### src/hw/rtl/sgb_pkg.sv
// shared constants and types of the separable gaussian blur core
`default_nettype none
package sgb_pkg;

  parameter int MAX_RADIUS = 3;
  parameter int MAX_WIDTH  = 1024;
  parameter int MAX_HEIGHT = 1024;

  parameter int PIX_W      = 8;
  parameter int ROW_W      = 10;
  parameter int COL_OUT_W  = 10;
  parameter int WT_W       = 8;
  parameter int GEOM_W     = 11;
  parameter int RAD_W      = 2;
  parameter int NUM_W      = 19;
  parameter int DEN_W      = 11;
  parameter int CFG_IDX_W  = 3;
  parameter int CFG_DATA_W = 11;
  parameter int OUT_DATA_W = 32;

  typedef enum logic [CFG_IDX_W-1:0] {
    CFG_RADIUS   = 3'd0,
    CFG_W_CENTER = 3'd1,
    CFG_W_ONE    = 3'd2,
    CFG_W_TWO    = 3'd3,
    CFG_W_THREE  = 3'd4,
    CFG_WIDTH    = 3'd5,
    CFG_HEIGHT   = 3'd6
  } cfg_idx_e;

endpackage
`default_nettype wire

### src/hw/rtl/sgb_div.sv
// iterative restoring divider, one quotient bit per cycle
`default_nettype none
module sgb_div (
  input  wire logic                      clk_i,
  input  wire logic                      rst_ni,
  input  wire logic                      start_i,
  input  wire logic [sgb_pkg::NUM_W-1:0] num_i,
  input  wire logic [sgb_pkg::DEN_W-1:0] den_i,
  output logic                           done_o,
  output logic [sgb_pkg::PIX_W-1:0]      quo_o
);

  localparam int NW = sgb_pkg::NUM_W;
  localparam int DW = sgb_pkg::DEN_W;
  localparam int CW = $clog2(NW + 1);

  logic          busy_q, busy_d;
  logic          done_q, done_d;
  logic          zero_q, zero_d;
  logic [CW-1:0] cnt_q, cnt_d;
  logic [DW-1:0] rem_q, rem_d;
  logic [NW-1:0] quo_q, quo_d;
  logic [DW-1:0] den_q, den_d;
  logic [DW:0]   shifted;
  logic          ge;

  always_comb begin
    shifted = {rem_q, quo_q[NW-1]};
    ge      = shifted >= {1'b0, den_q};
    busy_d  = busy_q;
    done_d  = 1'b0;
    zero_d  = zero_q;
    cnt_d   = cnt_q;
    rem_d   = rem_q;
    quo_d   = quo_q;
    den_d   = den_q;
    if (start_i) begin
      busy_d = 1'b1;
      zero_d = (den_i == '0);
      cnt_d  = CW'(NW);
      rem_d  = '0;
      quo_d  = num_i;
      den_d  = den_i;
    end else if (busy_q) begin
      rem_d = ge ? DW'(shifted - {1'b0, den_q}) : shifted[DW-1:0];
      quo_d = {quo_q[NW-2:0], ge};
      cnt_d = cnt_q - 1'b1;
      if (cnt_q == CW'(1)) begin
        busy_d = 1'b0;
        done_d = 1'b1;
      end
    end
  end

  always_ff @(posedge clk_i or negedge rst_ni) begin
    if (!rst_ni) begin
      busy_q <= 1'b0;
      done_q <= 1'b0;
      zero_q <= 1'b0;
      cnt_q  <= '0;
    end else begin
      busy_q <= busy_d;
      done_q <= done_d;
      zero_q <= zero_d;
      cnt_q  <= cnt_d;
    end
  end

  always_ff @(posedge clk_i) begin
    rem_q <= rem_d;
    quo_q <= quo_d;
    den_q <= den_d;
  end

  assign done_o = done_q;
  assign quo_o  = zero_q ? '0 : quo_q[sgb_pkg::PIX_W-1:0];

  a_start_idle: assert property (@(posedge clk_i) disable iff (!rst_ni)
    start_i |-> !busy_q) else $error("divider restarted while busy");

endmodule
`default_nettype wire

### config.mk
export PLATFORM = sky130hd
export DESIGN_NAME = sgb_div
export DESIGN_NICKNAME = d
export VERILOG_FILES = /design/src/hw/rtl/sgb_pkg.sv /design/src/hw/rtl/sgb_div.sv
export SDC_FILE = /design/constraint.sdc
export NUM_CORES = 1
export LEC_CHECK = 0
export BUFFER_PORTS_ARGS = -buffer_cell sky130_fd_sc_hd__buf_4
export CAP_MARGIN = 20
export CORE_AREA = 2 2 76 78
export CTS_CLUSTER_DIAMETER = 50
export CTS_CLUSTER_SIZE = 16
export DETAILED_ROUTE_END_ITERATION = 6
export DIE_AREA = 0 0 78 80
export GPL_TIMING_DRIVEN = 1
export HOLD_SLACK_MARGIN = 0.12
export PLACE_DENSITY_LB_ADDON = 0.3
export SYNTH_ARGS = -nofsm -noshare
export SYNTH_HDL_FRONTEND = slang
export SYNTH_SLANG_ARGS = --single-unit
### constraint.sdc
create_clock -name clk_i -period 2.4 [get_ports clk_i]
set_clock_uncertainty 0.2 [all_clocks]
set_input_delay 0.24 -clock clk_i [delete_from_list [all_inputs] [get_ports clk_i]]
set_output_delay 0.24 -clock clk_i [all_outputs]
set_load 0.1 [all_outputs]
* Word level (Yosys, flattened, before mapping) *
Index checks and enable logic that the tools add are counted.

storage, ports and cells
  word-level logic and storage cells = 25
  input port bits = 33
  output and inout bits = 9
  bits in registers = 49

cells by class
  reduce and logical (&&, ||, !) cells = 2
  add/subtract/negate cells = 2
  eq/ne operators = 1
  order comparisons = 1
  multiplexer cells = 12

operators with widths
  kind                                                                 number
  19-bit two-way mux                                                   2
  12-bit by 11-bit greater-or-equal comparator with 1-bit output       1
  11-bit logical NOT                                                   1
  11-bit two-way mux                                                   1
  11-bit subtractor                                                    1
  5-bit two-way mux                                                    2
  8-bit two-way mux                                                    1
  1-bit two-way mux                                                    6
  5-bit by 1-bit == test with 1-bit output (second input constant)     1
  5-bit by 1-bit subtractor with 5-bit output (second input constant)  1
  2-bit nonzero test                                                   1

* Logic depth before layout (Yosys ltp) *
Gate-level depths: netlist of run 1.

  word-level depth = 4
  depth in mapped cells = 10
  gate-level depth less buffers = 9

* Least setup slack after synthesis of run 1 *
OpenSTA, ideal clock, no wires.

  path kind = register to register
  start = register quo_q[18]
  end = register rem_q[0]
  clock period less this slack = 2394 ps
  arrival = 2115 ps
  stages on the path, launching flop included = 10
  path slack = 6 ps
  required time = 2121 ps
  path buffers = 0
  cells stage by stage = edfxtp_1 > inv_1 > ha_1 > fa_1 > nor2b_4 > o31a_1 > o21ai_4 > o21ai_2 > mux2_4 > a211oi_2

between the ends
  cells in the longest elaborated chain, start to end = 2
  elaborated cells on any way between the ends = 3
  classes of those cells = add/sub (1); order compare (1); mux (1)

RTL lines
  what                                                                                                        line                          RTL
  from (decl)                                                                                                 sgb_div.sv:22                 logic [NW-1:0] quo_q, quo_d;
  from (signal assigned)                                                                                      sgb_div.sv:71                 quo_q <= quo_d;
  11-bit subtractor / 12-bit by 11-bit greater-or-equal comparator with 1-bit output (equally long branches)  sgb_div.sv:45, sgb_div.sv:29
  11-bit two-way mux (*)                                                                                      sgb_div.sv:45                 rem_d = ge ? DW'(shifted - {1'b0, den_q}) : shifted[DW-1:0];
  to (signal assigned)                                                                                        sgb_div.sv:70                 rem_q <= rem_d;
  to (decl)                                                                                                   sgb_div.sv:21                 logic [DW-1:0] rem_q, rem_d;

Mark *: on every way between the ends. The rest lies on a longest branch, timed or not.
A chain may end at the register's enable or synchronous reset.

* Worst setup path in the final report of run 1 *
  start = register den_q[0]
  end = register rem_q[10]

between the ends
  cells in the longest elaborated chain, start to end = 2
  elaborated cells on any way between the ends = 3
  classes of those cells = add/sub (1); order compare (1); mux (1)

RTL lines
  what                                                                                                        line                          RTL
  from (decl)                                                                                                 sgb_div.sv:23                 logic [DW-1:0] den_q, den_d;
  from (signal assigned)                                                                                      sgb_div.sv:72                 den_q <= den_d;
  11-bit subtractor / 12-bit by 11-bit greater-or-equal comparator with 1-bit output (equally long branches)  sgb_div.sv:45, sgb_div.sv:29
  11-bit two-way mux (*)                                                                                      sgb_div.sv:45

Marks and branches as above.

==> metrics.md, run 1 <==
| Metric | Value |
|---|---|
| Status | finished, violations left |
| Failing checks | negative setup slack |
| Syn_nets | 282 |
| CP endpoint kind | flop |
| Max FO, Critical Path | 7 |
| Switching fraction of total power | 37.6% |
| Vias per inst | 5.26 |
| Syn avg cell area | 11.3 um^2 |
| Final setup TNS | -0.852 ns |
| Setup-failing EPs final | 11 |
| Die Footprint | 6240 um^2 |
| Min-Delay Path Class | flop to flop |
| CP Data Arrival Time | 2.52 ns |
| CTS tree | yes |
| Crit share post-route | 104% |
| Synthesis warning total | 0 |
| Chip height | 80 um |
| I/O Buffers | 41 |
| Hold Fails Final Rpt | 0 |
| RD Place Congestion | 0.814 |
| H-tree levels | 2 |
| Share of layout cells above drive strength 1 | 33.3% |
| Clk_lat worst skew | 0.30 ns |
| Synth Instances | 235 |
| Most frequent CP cell | o21ai_4 |
| CP startpoint kind | flop |
| DR WL/cell | 15.3 um |
| Pwr/cell area | 872 nW/um^2 |
| Net switching power | 0.00121 W |
| Grt total ovfl | 0 |
| Nets@finish | 376 |
| Largest net degree at the start of global routing | 22 |
| ANT nets after route | 0 |
| Vias in the first global route | 2,102 |
| R2r setup slk | -0.10 ns |
| Netlist cell types | 49 |
| Count of flip-flops with a built-in enable after synthesis | 30 |
| GRT Total Usage | 20.8% |
| Dpl ws | -0.197 ns |
| Combinational fraction of design power | 48.8% |
| Cell Chain, Critical Path | ha_4 > fa_2 > nor2b_4 > o31a_1 > o21ai_4 > o21ai_4 > buf_6 > o21ai_2 > a311oi_2 |
| WP data required | 2.42 ns |
| Worst Tran Pin Value | 0.474 ns |
| Min-delay src | rem_q[7] |
| Top_reg_cell synth | edfxtp_1 |
| Maximum vdd drop | 607 uV |
| DP Wirelength | 3930 um |
| Syn-to-layout area delta | 38.0% |
| Core area | 5410 um^2 |
| Top-area cell type share of the netlist area | 33.8% |
| Crit path kind | flop to flop |
| First-pass GRT wire length | 10,100 um |
| RSZ-0062 raised after global routing | true |
| Die W | 78 um |
| Io pins | 42 |
| Routed vias | 2,114 |
| CTS Buf Count | 5 |
| Async set or reset register ratio after synthesis | 16.3% |
| Crit path launch | den_q[0] |
| Max-slew headroom | 68.4% |
| Final WL | 6170 um |
| Initial Utilization | 49.3% |
| Placement Rows | 27 |
| Max Cap Viol | 0 |
| Clock power frac | 15.9% |
| Pleak | 1.55 nW |
| Initial DRT Pass Iterations | 4 |
| Number of antenna diodes | 0 |
| Seq pwr share | 35.2% |
| Worst path slowest cell | edfxtp_1 |
| Clk buf depth | 2 |
| Final Critical Period | 2.50 ns |
| R2R Path Start | den_q[0] |
| Flip-flop and latch count after synthesis | 49 |
| Residual DRC | 0 |
| Sequential area share after synthesis | 49.6% |
| Drt initial violations | 127 |
| Highest Clock Rate | 0.399 GHz |
| Antenna violations before repair | 0 |
| Internal power | 0.00200 W |
| Clock Tree Root | clkbuf_8 |
| Clk slew on worst S/H paths | 0.10 ns |
| Synth area leaders | edfxtp_1 (34%), dfxtp_1 (8.3%), mux2_2 (8.0%), dfrtp_1 (7.5%), ha_1 (6.1%) |
| Max-slew violation count | 0 |
| Clock sinks | 49 |
| Setup ws final | -0.105 ns |
| CP max stage delay | 0.45 ns |
| Yosys top cell by area | edfxtp_1 |
| Synth Cell Area | 2670 um^2 |
==> cells in the mapped netlist, drive strengths merged, types with 3 or more instances <==
cell    count
edfxtp     30
mux2       20
inv        17
nor2       17
ha         13
o21ai      12
dfxtp      11
nor2b      10
nand2       9
a211oi      8
dfrtp       8
xnor2       8
a21oi       7
nand2b      7
clkbuf      6
mux2i       6
nor4        6
buf         4
nor3        4
nand3       3
==> state kept, by name (all words and copies together) (netlist names) <==
name,count
quo_q,19
cnt_q,5
zero_q,1
rem_q,11
busy_q,1
done_o,1
den_q,11
==> metal layers <==
metal | GRT usage (%) | share of wire (%) | vias to the layer above
met4 | 4.39 | 1.1 | 0
met3 | 4.19 | 4.1 | 8
li1 | - | - | 1039
met1 | 25.5 | 44 | 1016
met5 | 0 | 0 | -
met2 | 37.8 | 51 | 51
==> layout by cell type, fill, tap and decap left out, drive strengths merged, types with 3 or more instances in the layout <==
cell,count
edfxtp,30
nor2b,10
nor3,4
nand3,3
a21oi,7
nand2,9
mux2,20
dfrtp,8
dlygate4sd3,33
nand2b,7
clkbuf,5
nor2,17
xnor2,8
buf,64
mux2i,6
dfxtp,11
ha,13
o21ai,12
a211oi,8
inv,19
nor4,6
==> what timing repair did <==
item / 4_1_cts / 5_1_grt
gates resized for setup: 5 / 9
hold buffers: 33 / 0
buffers inserted: 2 / 3
setup endpoints to repair: 12 / 12
endpoints found under the hold margin: 42 / 0
pin swaps: 3 / 11
==> per-stage QoR <==
| step | total power, W | area [um^2] | std cells | utilization [%] | hold slack, ns |
|---|---|---|---|---|---|
| 4_1_cts | 0.00312 | 3610 | 399 | 66.8 | 0.312 |
| 3_3_place_gp | 0.00250 | 3150 | 356 | 58.3 | -0.136 |
| 5_1_grt | 0.00340 | 3680 | 402 | 68.1 | 0.353 |
| 6_report | 0.00321 | 3680 | 402 | 68.1 | 0.326 |
| 2_1_floorplan | 0.00213 | 2670 | 235 | - | -0.256 |
| 3_5_place_dp | 0.00253 | 3150 | 356 | 58.3 | -0.134 |
==> cell type report <==
class | instances | area, um^2
clock inverter | 3 | 25.0
sequential | 49 | 1320
tap | 72 | 90.1
fill | 380 | 1730
clock buffer | 5 | 68.8
timing repair buffer | 97 | 818
multi-input combinational | 159 | 1290
inverter | 17 | 63.8
==> critical path, delay by kind of cell (launching register included) <==
kind	cells	cell delay (ns)
and+or+nand+nor	1	0.13
buffers and inverters	1	0.16
DFF	1	0.45
adders and majority gates	2	0.61
AOI/OAI and AO/OA	5	0.87
==> power by group through the flow <==
stage | combinational [W] | clock [W] | sequential [W]
after floorplan | 0.00102 | 0 | 0.00112
after global placement | 0.00136 | 0 | 0.00114
after detailed placement | 0.00139 | 0 | 0.00114
after CTS | 0.00147 | 0.000522 | 0.00112
after global routing | 0.00170 | 0.000551 | 0.00115
final | 0.00157 | 0.000512 | 0.00113
==> worst paths after layout <==
| path | depth (start not counted) | endpoint |
|---|---|---|
| worst min-delay path | 2 | rem_q[7] |
| worst max-delay path | 9 | rem_q[10] |
| worst min register to register | 2 | rem_q[7] |
| worst max register to register | 9 | rem_q[10] |
| max in group asynchronous | 3 | zero_q |
| min in group asynchronous | 3 | cnt_q[3] |
==> cell families (layout without fill, tap and decap cells) <==
group | after synthesis | after routing | share of synthesized area [%]
buf+inv | 27 | 122 | 4.13
simple gates | 69 | 69 | 15.1
mux | 26 | 26 | 10.8
xor+xnor | 9 | 9 | 2.96
flops | 49 | 49 | 49.6
fa+ha+maj | 14 | 14 | 6.85
compound gates | 41 | 41 | 10.6
(Power assumes the default switching activity.)
==> inputs of run 2 (changes only) <==
--- a/config.mk
+++ b/config.mk
@@ -15,6 +15,7 @@
 export GPL_TIMING_DRIVEN = 1
 export HOLD_SLACK_MARGIN = 0.12
 export PLACE_DENSITY_LB_ADDON = 0.3
+export SETUP_SLACK_MARGIN = 0.3
 export SYNTH_ARGS = -nofsm -noshare
 export SYNTH_HDL_FRONTEND = slang
 export SYNTH_SLANG_ARGS = --single-unit
==> metrics.md, run 2 (synthesis gave the netlist of run 1 again) <==
| Metric | Value |
|---|---|
| Status | finished, violations left (unchanged) |
| Failing checks | negative setup slack (unchanged) |
| Most flop-heavy register | quo_q (unchanged) |
| Placement Rows | 27 (unchanged) |
| Worst Tran Pin Value | 0.452 ns (was 0.474 ns) |
| Max-slew headroom | 69.9% (was 68.4%) |
| Max Cap Viol | 0 (unchanged) |
| Crit path kind | flop to flop (unchanged) |
| RD Place Congestion | 0.823 (was 0.814) |
| CP Data Arrival Time | 2.32 ns (was 2.52 ns) |
| Final WL | 6160 um (was 6170 um) |
| RSZ-0062 raised after global routing | true (unchanged) |
| DP Wirelength | 3790 um (was 3930 um) |
| DR WL/cell | 15.4 um (was 15.3 um) |
| First-pass GRT wire length | 10,200 um (was 10,100 um) |
| Initial DRT Pass Iterations | 4 (unchanged) |
| H-tree levels | 2 (unchanged) |
| Placed cell count | 354 (was 356) |
| Max-slew violation count | 0 (unchanged) |
| Initial Utilization | 49.3% (unchanged) |
| CP max stage delay | 0.39 ns (was 0.45 ns) |
| ANT nets after route | 0 (unchanged) |
| Antenna violations before repair | 0 (unchanged) |
| Pwr/cell area | 931 nW/um^2 (was 872 nW/um^2) |
| Dpl ws | 0.00630 ns (was -0.197 ns) |
| Routed vias | 2,134 (was 2,114) |
| Leading registers by flop count | quo_q (19), den_q (11), rem_q (11) (unchanged) |
| CP startpoint kind | flop (unchanged) |
| Crit share post-route | 102% (was 104%) |
| Io pins | 42 (unchanged) |
| WP data required | 2.26 ns (was 2.42 ns) |
| Vias per inst | 5.32 (was 5.26) |
| Nets@finish | 375 (was 376) |
| Clock Tree Root | clkbuf_8 (unchanged) |
| CP delay by family, top | compound AO/OA/AOI/OAI gates (unchanged) |
| Clk_lat worst skew | 0.30 ns (about the same) |
| Clock sinks | 49 (unchanged) |
| WHS | 0.166 ns (was 0.326 ns) |
| Final Critical Period | 2.46 ns (was 2.50 ns) |
| Chip height | 80 um (unchanged) |
| Max FO, Critical Path | 7 (unchanged) |
| WP buf/inv | 3 (was 1) |
| Worst path slowest cell | edfxtp_1 (unchanged) |
| Clk buf depth | 2 (unchanged) |
| CTS Buf Count | 5 (unchanged) |
| Cell Chain, Critical Path | inv_2 > ha_2 > fa_2 > nor2b_4 > o31a_1 > o21ai_4 > o21ai_4 > buf_4 > buf_4 > mux2_2 (was ha_4 > fa_2 > nor2b_4 > o31a_1 > o21ai_4 > o21ai_4 > buf_6 > o21ai_2 > a311oi_2) |
| Die Footprint | 6240 um^2 (unchanged) |
| Max FFs per register | 19 (unchanged) |
| Fin cells | 401 (was 402) |
| Syn-to-layout area delta | 40.0% (was 38.0%) |
| Number of antenna diodes | 0 (unchanged) |
| CTS tree | yes (unchanged) |
| Setup-failing EPs final | 5 (was 11) |
| Min-Delay Path Class | primary input to flop (was flop to flop) |
| Residual DRC | 0 (unchanged) |
| CP endpoint kind | flop (unchanged) |
| Clk slew on worst S/H paths | 0.09 ns (was 0.10 ns) |
| Grt total ovfl | 0 (unchanged) |
| Hold Fails Final Rpt | 0 (unchanged) |
| Commonest non-fill, non-tap cells in the layout | buf_4 (62), dlygate4sd3_1 (32), edfxtp_1 (30) (was buf_4 (62), dlygate4sd3_1 (33), edfxtp_1 (30)) |
| Share of layout cells above drive strength 1 | 35.9% (was 33.3%) |
| Commonest non-fill, non-tap cell in the layout | buf_4 (unchanged) |
| Vias in the first global route | 2,127 (was 2,102) |
| Core area | 5410 um^2 (unchanged) |
| Die W | 78 um (unchanged) |
| Largest net degree at the start of global routing | 37 (was 22) |
| Pleak | 1.60 nW (was 1.55 nW) |
| Final instance area | 3730 um^2 (was 3680 um^2) |
| Maximum vdd drop | 568 uV (was 607 uV) |
| Highest Clock Rate | 0.407 GHz (was 0.399 GHz) |
| Post-DP Area | 3170 um^2 (was 3150 um^2) |
| I/O Buffers | 41 (unchanged) |
| Setup ws final | -0.0598 ns (was -0.105 ns) |
| GRT Total Usage | 20.6% (was 20.8%) |
| Drt initial violations | 239 (was 127) |
[run 2: final cells by class]
class                           instances  area [um^2]
Multi-Input combinational cell        159         1310
Fill cell                             367         1670
Tap cell                               72         90.1
Inverter                               17         63.8
Sequential cell                        49         1320
Clock buffer                            5         68.8
Timing Repair Buffer                   96          808
Clock inverter                          3         68.8
[run 2: metal layers]
layer / part of all wire [%] / wire (um) / global-route usage [%]
met2: 49 / 3010 / 34.8
met3: 5.8 / 360 / 3.73
met4: 1.5 / 95 / 5.26
met1: 44 / 2690 / 27.5
met5: 0 / 0 / 0
[run 2: timing repair]
action                                  in CTS  in global routing
hold buffers                                32                  0
hold endpoints to repair                    39                  0
setup buffers                                3                  4
endpoints found under the setup margin      12                 12
gates resized for setup                      6                  6
pin swaps                                    1                  2
[run 2: power breakdown]
group | total, W | internal (W) | leakage [nW] | switching (W)
Sequential | 0.00114 | 0.00104 | 0.494 | 0.000100
Clock | 0.000707 | 0.000420 | 0.0687 | 0.000287
Combinational | 0.00163 | 0.000792 | 1.03 | 0.000835
Total | 0.00347 | 0.00225 | 1.60 | 0.00122
[run 2: metrics by stage]
| stage | power (W) | utilization (%) | TNS (ns) |
|---|---|---|---|
| final | 0.00347 | 69.1 | -0.124 |
| after global routing | 0.00365 | 69.1 | -1.25 |
| after CTS | 0.00337 | 68.1 | -0.00529 |
| after detailed placement | 0.00252 | 58.7 | 0 |
| after global placement | 0.00249 | 58.7 | 0 |
| after floorplan | 0.00215 | - | 0 |
[run 2: final timing paths]
| kind | startpoint | to | slack, ns | depth (start not counted) |
|---|---|---|---|---|
| setup / recovery | quo_q[18] | quo_q[0] | -0.06 | 10 |
| hold / removal | start_i | cnt_q[2] | 0.17 | 2 |
| setup reg to reg | quo_q[18] | quo_q[0] | -0.06 | 10 |
| hold reg to reg | rem_q[7] | rem_q[7] | 0.33 | 2 |
| max in group asynchronous | rst_ni | cnt_q[3] | 1.04 | 3 |
| min in group asynchronous | rst_ni | zero_q | 0.71 | 3 |
[run 2: worst register-to-register path, stage by stage (launching register included)]
cell and delay (ns):
edfxtp_1 0.39, inv_2 0.07, ha_2 0.18, fa_2 0.23, nor2b_4 0.05, o31a_1 0.28
o21ai_4 0.17, o21ai_4 0.11, buf_4 0.17, buf_4 0.12, mux2_2 0.25
==> inputs of run 3 (changes only) <==
--- a/config.mk
+++ b/config.mk
@@ -7,11 +7,11 @@
 export LEC_CHECK = 0
 export BUFFER_PORTS_ARGS = -buffer_cell sky130_fd_sc_hd__buf_4
 export CAP_MARGIN = 20
-export CORE_AREA = 2 2 76 78
+export CORE_AREA = 2 2 80 74
 export CTS_CLUSTER_DIAMETER = 50
-export CTS_CLUSTER_SIZE = 16
+export CTS_CLUSTER_SIZE = 30
 export DETAILED_ROUTE_END_ITERATION = 6
-export DIE_AREA = 0 0 78 80
+export DIE_AREA = 0 0 82 76
 export GPL_TIMING_DRIVEN = 1
 export HOLD_SLACK_MARGIN = 0.12
 export PLACE_DENSITY_LB_ADDON = 0.3
==> metrics.md, run 3 (synthesis gave the netlist of run 1 again) <==
| Metric | Value |
|---|---|
| Status | finished, violations left (unchanged) |
| Failing checks | negative setup slack (unchanged) |
| Placed cell count | 348 (was 354) |
| Io pins | 42 (unchanged) |
| Syn-to-layout area delta | 39.5% (was 40.0%) |
| Commonest non-fill, non-tap cells in the layout | buf_4 (56), dlygate4sd3_1 (32), edfxtp_1 (30) (was buf_4 (62), dlygate4sd3_1 (32), edfxtp_1 (30)) |
| Die Footprint | 6230 um^2 (was 6240 um^2) |
| Filler Cells Inserted | 381 (was 367) |
| Max Cap Viol | 0 (unchanged) |
| Met1 GRT Util | 26.8% (was 27.5%) |
| I/O Buffers | 41 (unchanged) |
| First-pass GRT wire length | 9560 um (was 10,200 um) |
| Pwr/cell area | 890 nW/um^2 (was 931 nW/um^2) |
| GRT Total Usage | 20.1% (was 20.6%) |
| Clock sinks | 49 (unchanged) |
| Worst path slowest cell | edfxtp_1 (unchanged) |
| Met3 GRT Util | 4.15% (was 3.73%) |
| Residual DRC | 0 (unchanged) |
| RSZ-0062 raised after global routing | true (unchanged) |
| CP endpoint kind | flop (unchanged) |
| WHS | 0.174 ns (was 0.166 ns) |
| Post-DP Area | 3140 um^2 (was 3170 um^2) |
| Final Critical Period | 2.42 ns (was 2.46 ns) |
| Max FFs per register | 19 (unchanged) |
| Clk slew on worst S/H paths | 0.10 ns (was 0.09 ns) |
| Clk buf depth | 2 (unchanged) |
| RD Place Congestion | 0.840 (was 0.823) |
| Fin cells | 395 (was 401) |
| Nets@finish | 371 (was 375) |
| Max FO, Critical Path | 9 (was 7) |
| Clock Tree Root | clkbuf_8 (unchanged) |
| Vias per inst | 5.30 (was 5.32) |
| Met2 Use GR | 32.5% (was 34.8%) |
| CP Data Arrival Time | 2.43 ns (was 2.32 ns) |
| Final instance area | 3720 um^2 (was 3730 um^2) |
| Clk_lat worst skew | 0.31 ns (was 0.30 ns) |
| Tot Pwr | 0.00331 W (was 0.00347 W) |
| Vias in the first global route | 2,079 (was 2,127) |
| Cell Chain, Critical Path | ha_4 > fa_2 > nor2b_4 > o31a_1 > o21ai_4 > o21ai_4 > buf_6 > o31ai_1 > a311oi_1 (was inv_2 > ha_2 > fa_2 > nor2b_4 > o31a_1 > o21ai_4 > o21ai_4 > buf_4 > buf_4 > mux2_2) |
| WP buf/inv | 1 (was 3) |
| Placement Rows | 26 (was 27) |
| DR WL/cell | 15.8 um (was 15.4 um) |
| Max-slew violation count | 0 (unchanged) |
| CTS Buf Count | 5 (unchanged) |
| Most flop-heavy register | quo_q (unchanged) |
| Most frequent CP cell | o21ai_4 |
| Crit path kind | flop to flop (unchanged) |
| Min-Delay Path Class | primary input to flop (unchanged) |
| Worst Tran Pin Value | 0.540 ns (was 0.452 ns) |
| Hold Fails Final Rpt | 0 (unchanged) |
| H-tree levels | 2 (unchanged) |
| Final WL | 6230 um (was 6160 um) |
| Die W | 82 um (was 78 um) |
| CP max stage delay | 0.43 ns (was 0.39 ns) |
| Crit share post-route | 101% (was 102%) |
| Share of layout cells above drive strength 1 | 36.3% (was 35.9%) |
| ANT nets after route | 0 (unchanged) |
| Commonest non-fill, non-tap cell in the layout | buf_4 (unchanged) |
| Largest net degree at the start of global routing | 40 (was 37) |
| CP delay by family, top | compound AO/OA/AOI/OAI gates (unchanged) |
| GR peak layer | met2 (unchanged) |
| WP data required | 2.41 ns (was 2.26 ns) |
| DP Wirelength | 3820 um (was 3790 um) |
| Initial DRT Pass Iterations | 4 (unchanged) |
| Drt initial violations | 97 (was 239) |
| Antenna violations before repair | 0 (unchanged) |
| Setup ws final | -0.0202 ns (was -0.0598 ns) |
| Routed vias | 2,095 (was 2,134) |
| Leading registers by flop count | quo_q (19), den_q (11), rem_q (11) (unchanged) |
| Setup-failing EPs final | 2 (was 5) |
| Pleak | 1.56 nW (was 1.60 nW) |
| CTS tree | yes (unchanged) |
| Highest Clock Rate | 0.413 GHz (was 0.407 GHz) |
| Grt total ovfl | 0 (unchanged) |
| Dpl ws | -0.0378 ns (was 0.00630 ns) |
| Number of antenna diodes | 0 (unchanged) |
| Initial Utilization | 48.8% (was 49.3%) |
| Max-slew headroom | 63.5% (was 69.9%) |
| CP startpoint kind | flop (unchanged) |
| Maximum vdd drop | 576 uV (was 568 uV) |
| Core area | 5470 um^2 (was 5410 um^2) |
| Chip height | 76 um (was 80 um) |
==> run 3: changes by cell type in the layout (fill, tap and decap cells not counted), moves of 2 or more <==
cell and change:
o21ai_1 -2, ha_4 +3, ha_1 -2, bufinv_16 -2, buf_4 -6
==> run 3: per-layer routing <==
layer | vias up | share of wire (%)
li1 | 1031 | -
met1 | 1001 | 44
met2 | 52 | 50
met3 | 11 | 4.0
met4 | 0 | 1.8
met5 | - | 0
==> run 3: cell type report <==
type,instances,area [um^2],area share [%]
timing repair buffer,92,795,21.4
clock buffer,6,82.6,2.22
tap,70,87.6,2.36
sequential,49,1320,35.5
inverter,17,63.8,1.72
clock inverter,2,17.5,0.471
multi-input combinational,159,1350,36.3
==> run 3: repair_timing <==
| action | CTS | global route |
|---|---|---|
| gates resized for setup | 3 | 15 |
| buffers inserted | 4 | 3 |
| hold buffers | 32 | 0 |
| pin swaps | 2 | 4 |
| endpoints found under the hold margin | 39 | 0 |
| gates cloned | 0 | 0 |
| setup endpoints to repair | 12 | 12 |
==> run 3: stage by stage <==
step                      util (%)  TNS, ns
after CTS                     65.8        0
after global placement        57.4        0
after floorplan                  -        0
final                         68.0  -0.0285
after global routing          68.0   -0.488
after detailed placement      57.4  -0.0576
==> run 3: where the power goes <==
group | internal (W) | switching (W) | leakage [nW]
registers | 0.00104 | 0.0000954 | 0.494
clock network | 0.000240 | 0.000303 | 0.0518
logic | 0.000783 | 0.000846 | 1.02
total | 0.00206 | 0.00124 | 1.56
==> run 3: path summary, 6_finish.rpt <==
check	start	to	slack, ns	cells after the start
min in group asynchronous	rst_ni	busy_q	0.74	3
hold / removal	start_i	cnt_q[2]	0.17	2
setup reg to reg	den_q[0]	rem_q[9]	-0.02	9
hold reg to reg	rem_q[4]	rem_q[4]	0.31	2
max in group asynchronous	rst_ni	cnt_q[3]	1.00	3
setup / recovery	den_q[0]	rem_q[9]	-0.02	9
==> run 3: worst reg2reg max path, cell delays in order (launching register included) <==
cell	delay [ns]
edfxtp_1	0.43
ha_4	0.19
fa_2	0.37
nor2b_4	0.12
o31a_1	0.20
o21ai_4	0.08
o21ai_4	0.17
buf_6	0.17
o31ai_1	0.10
a311oi_1	0.30
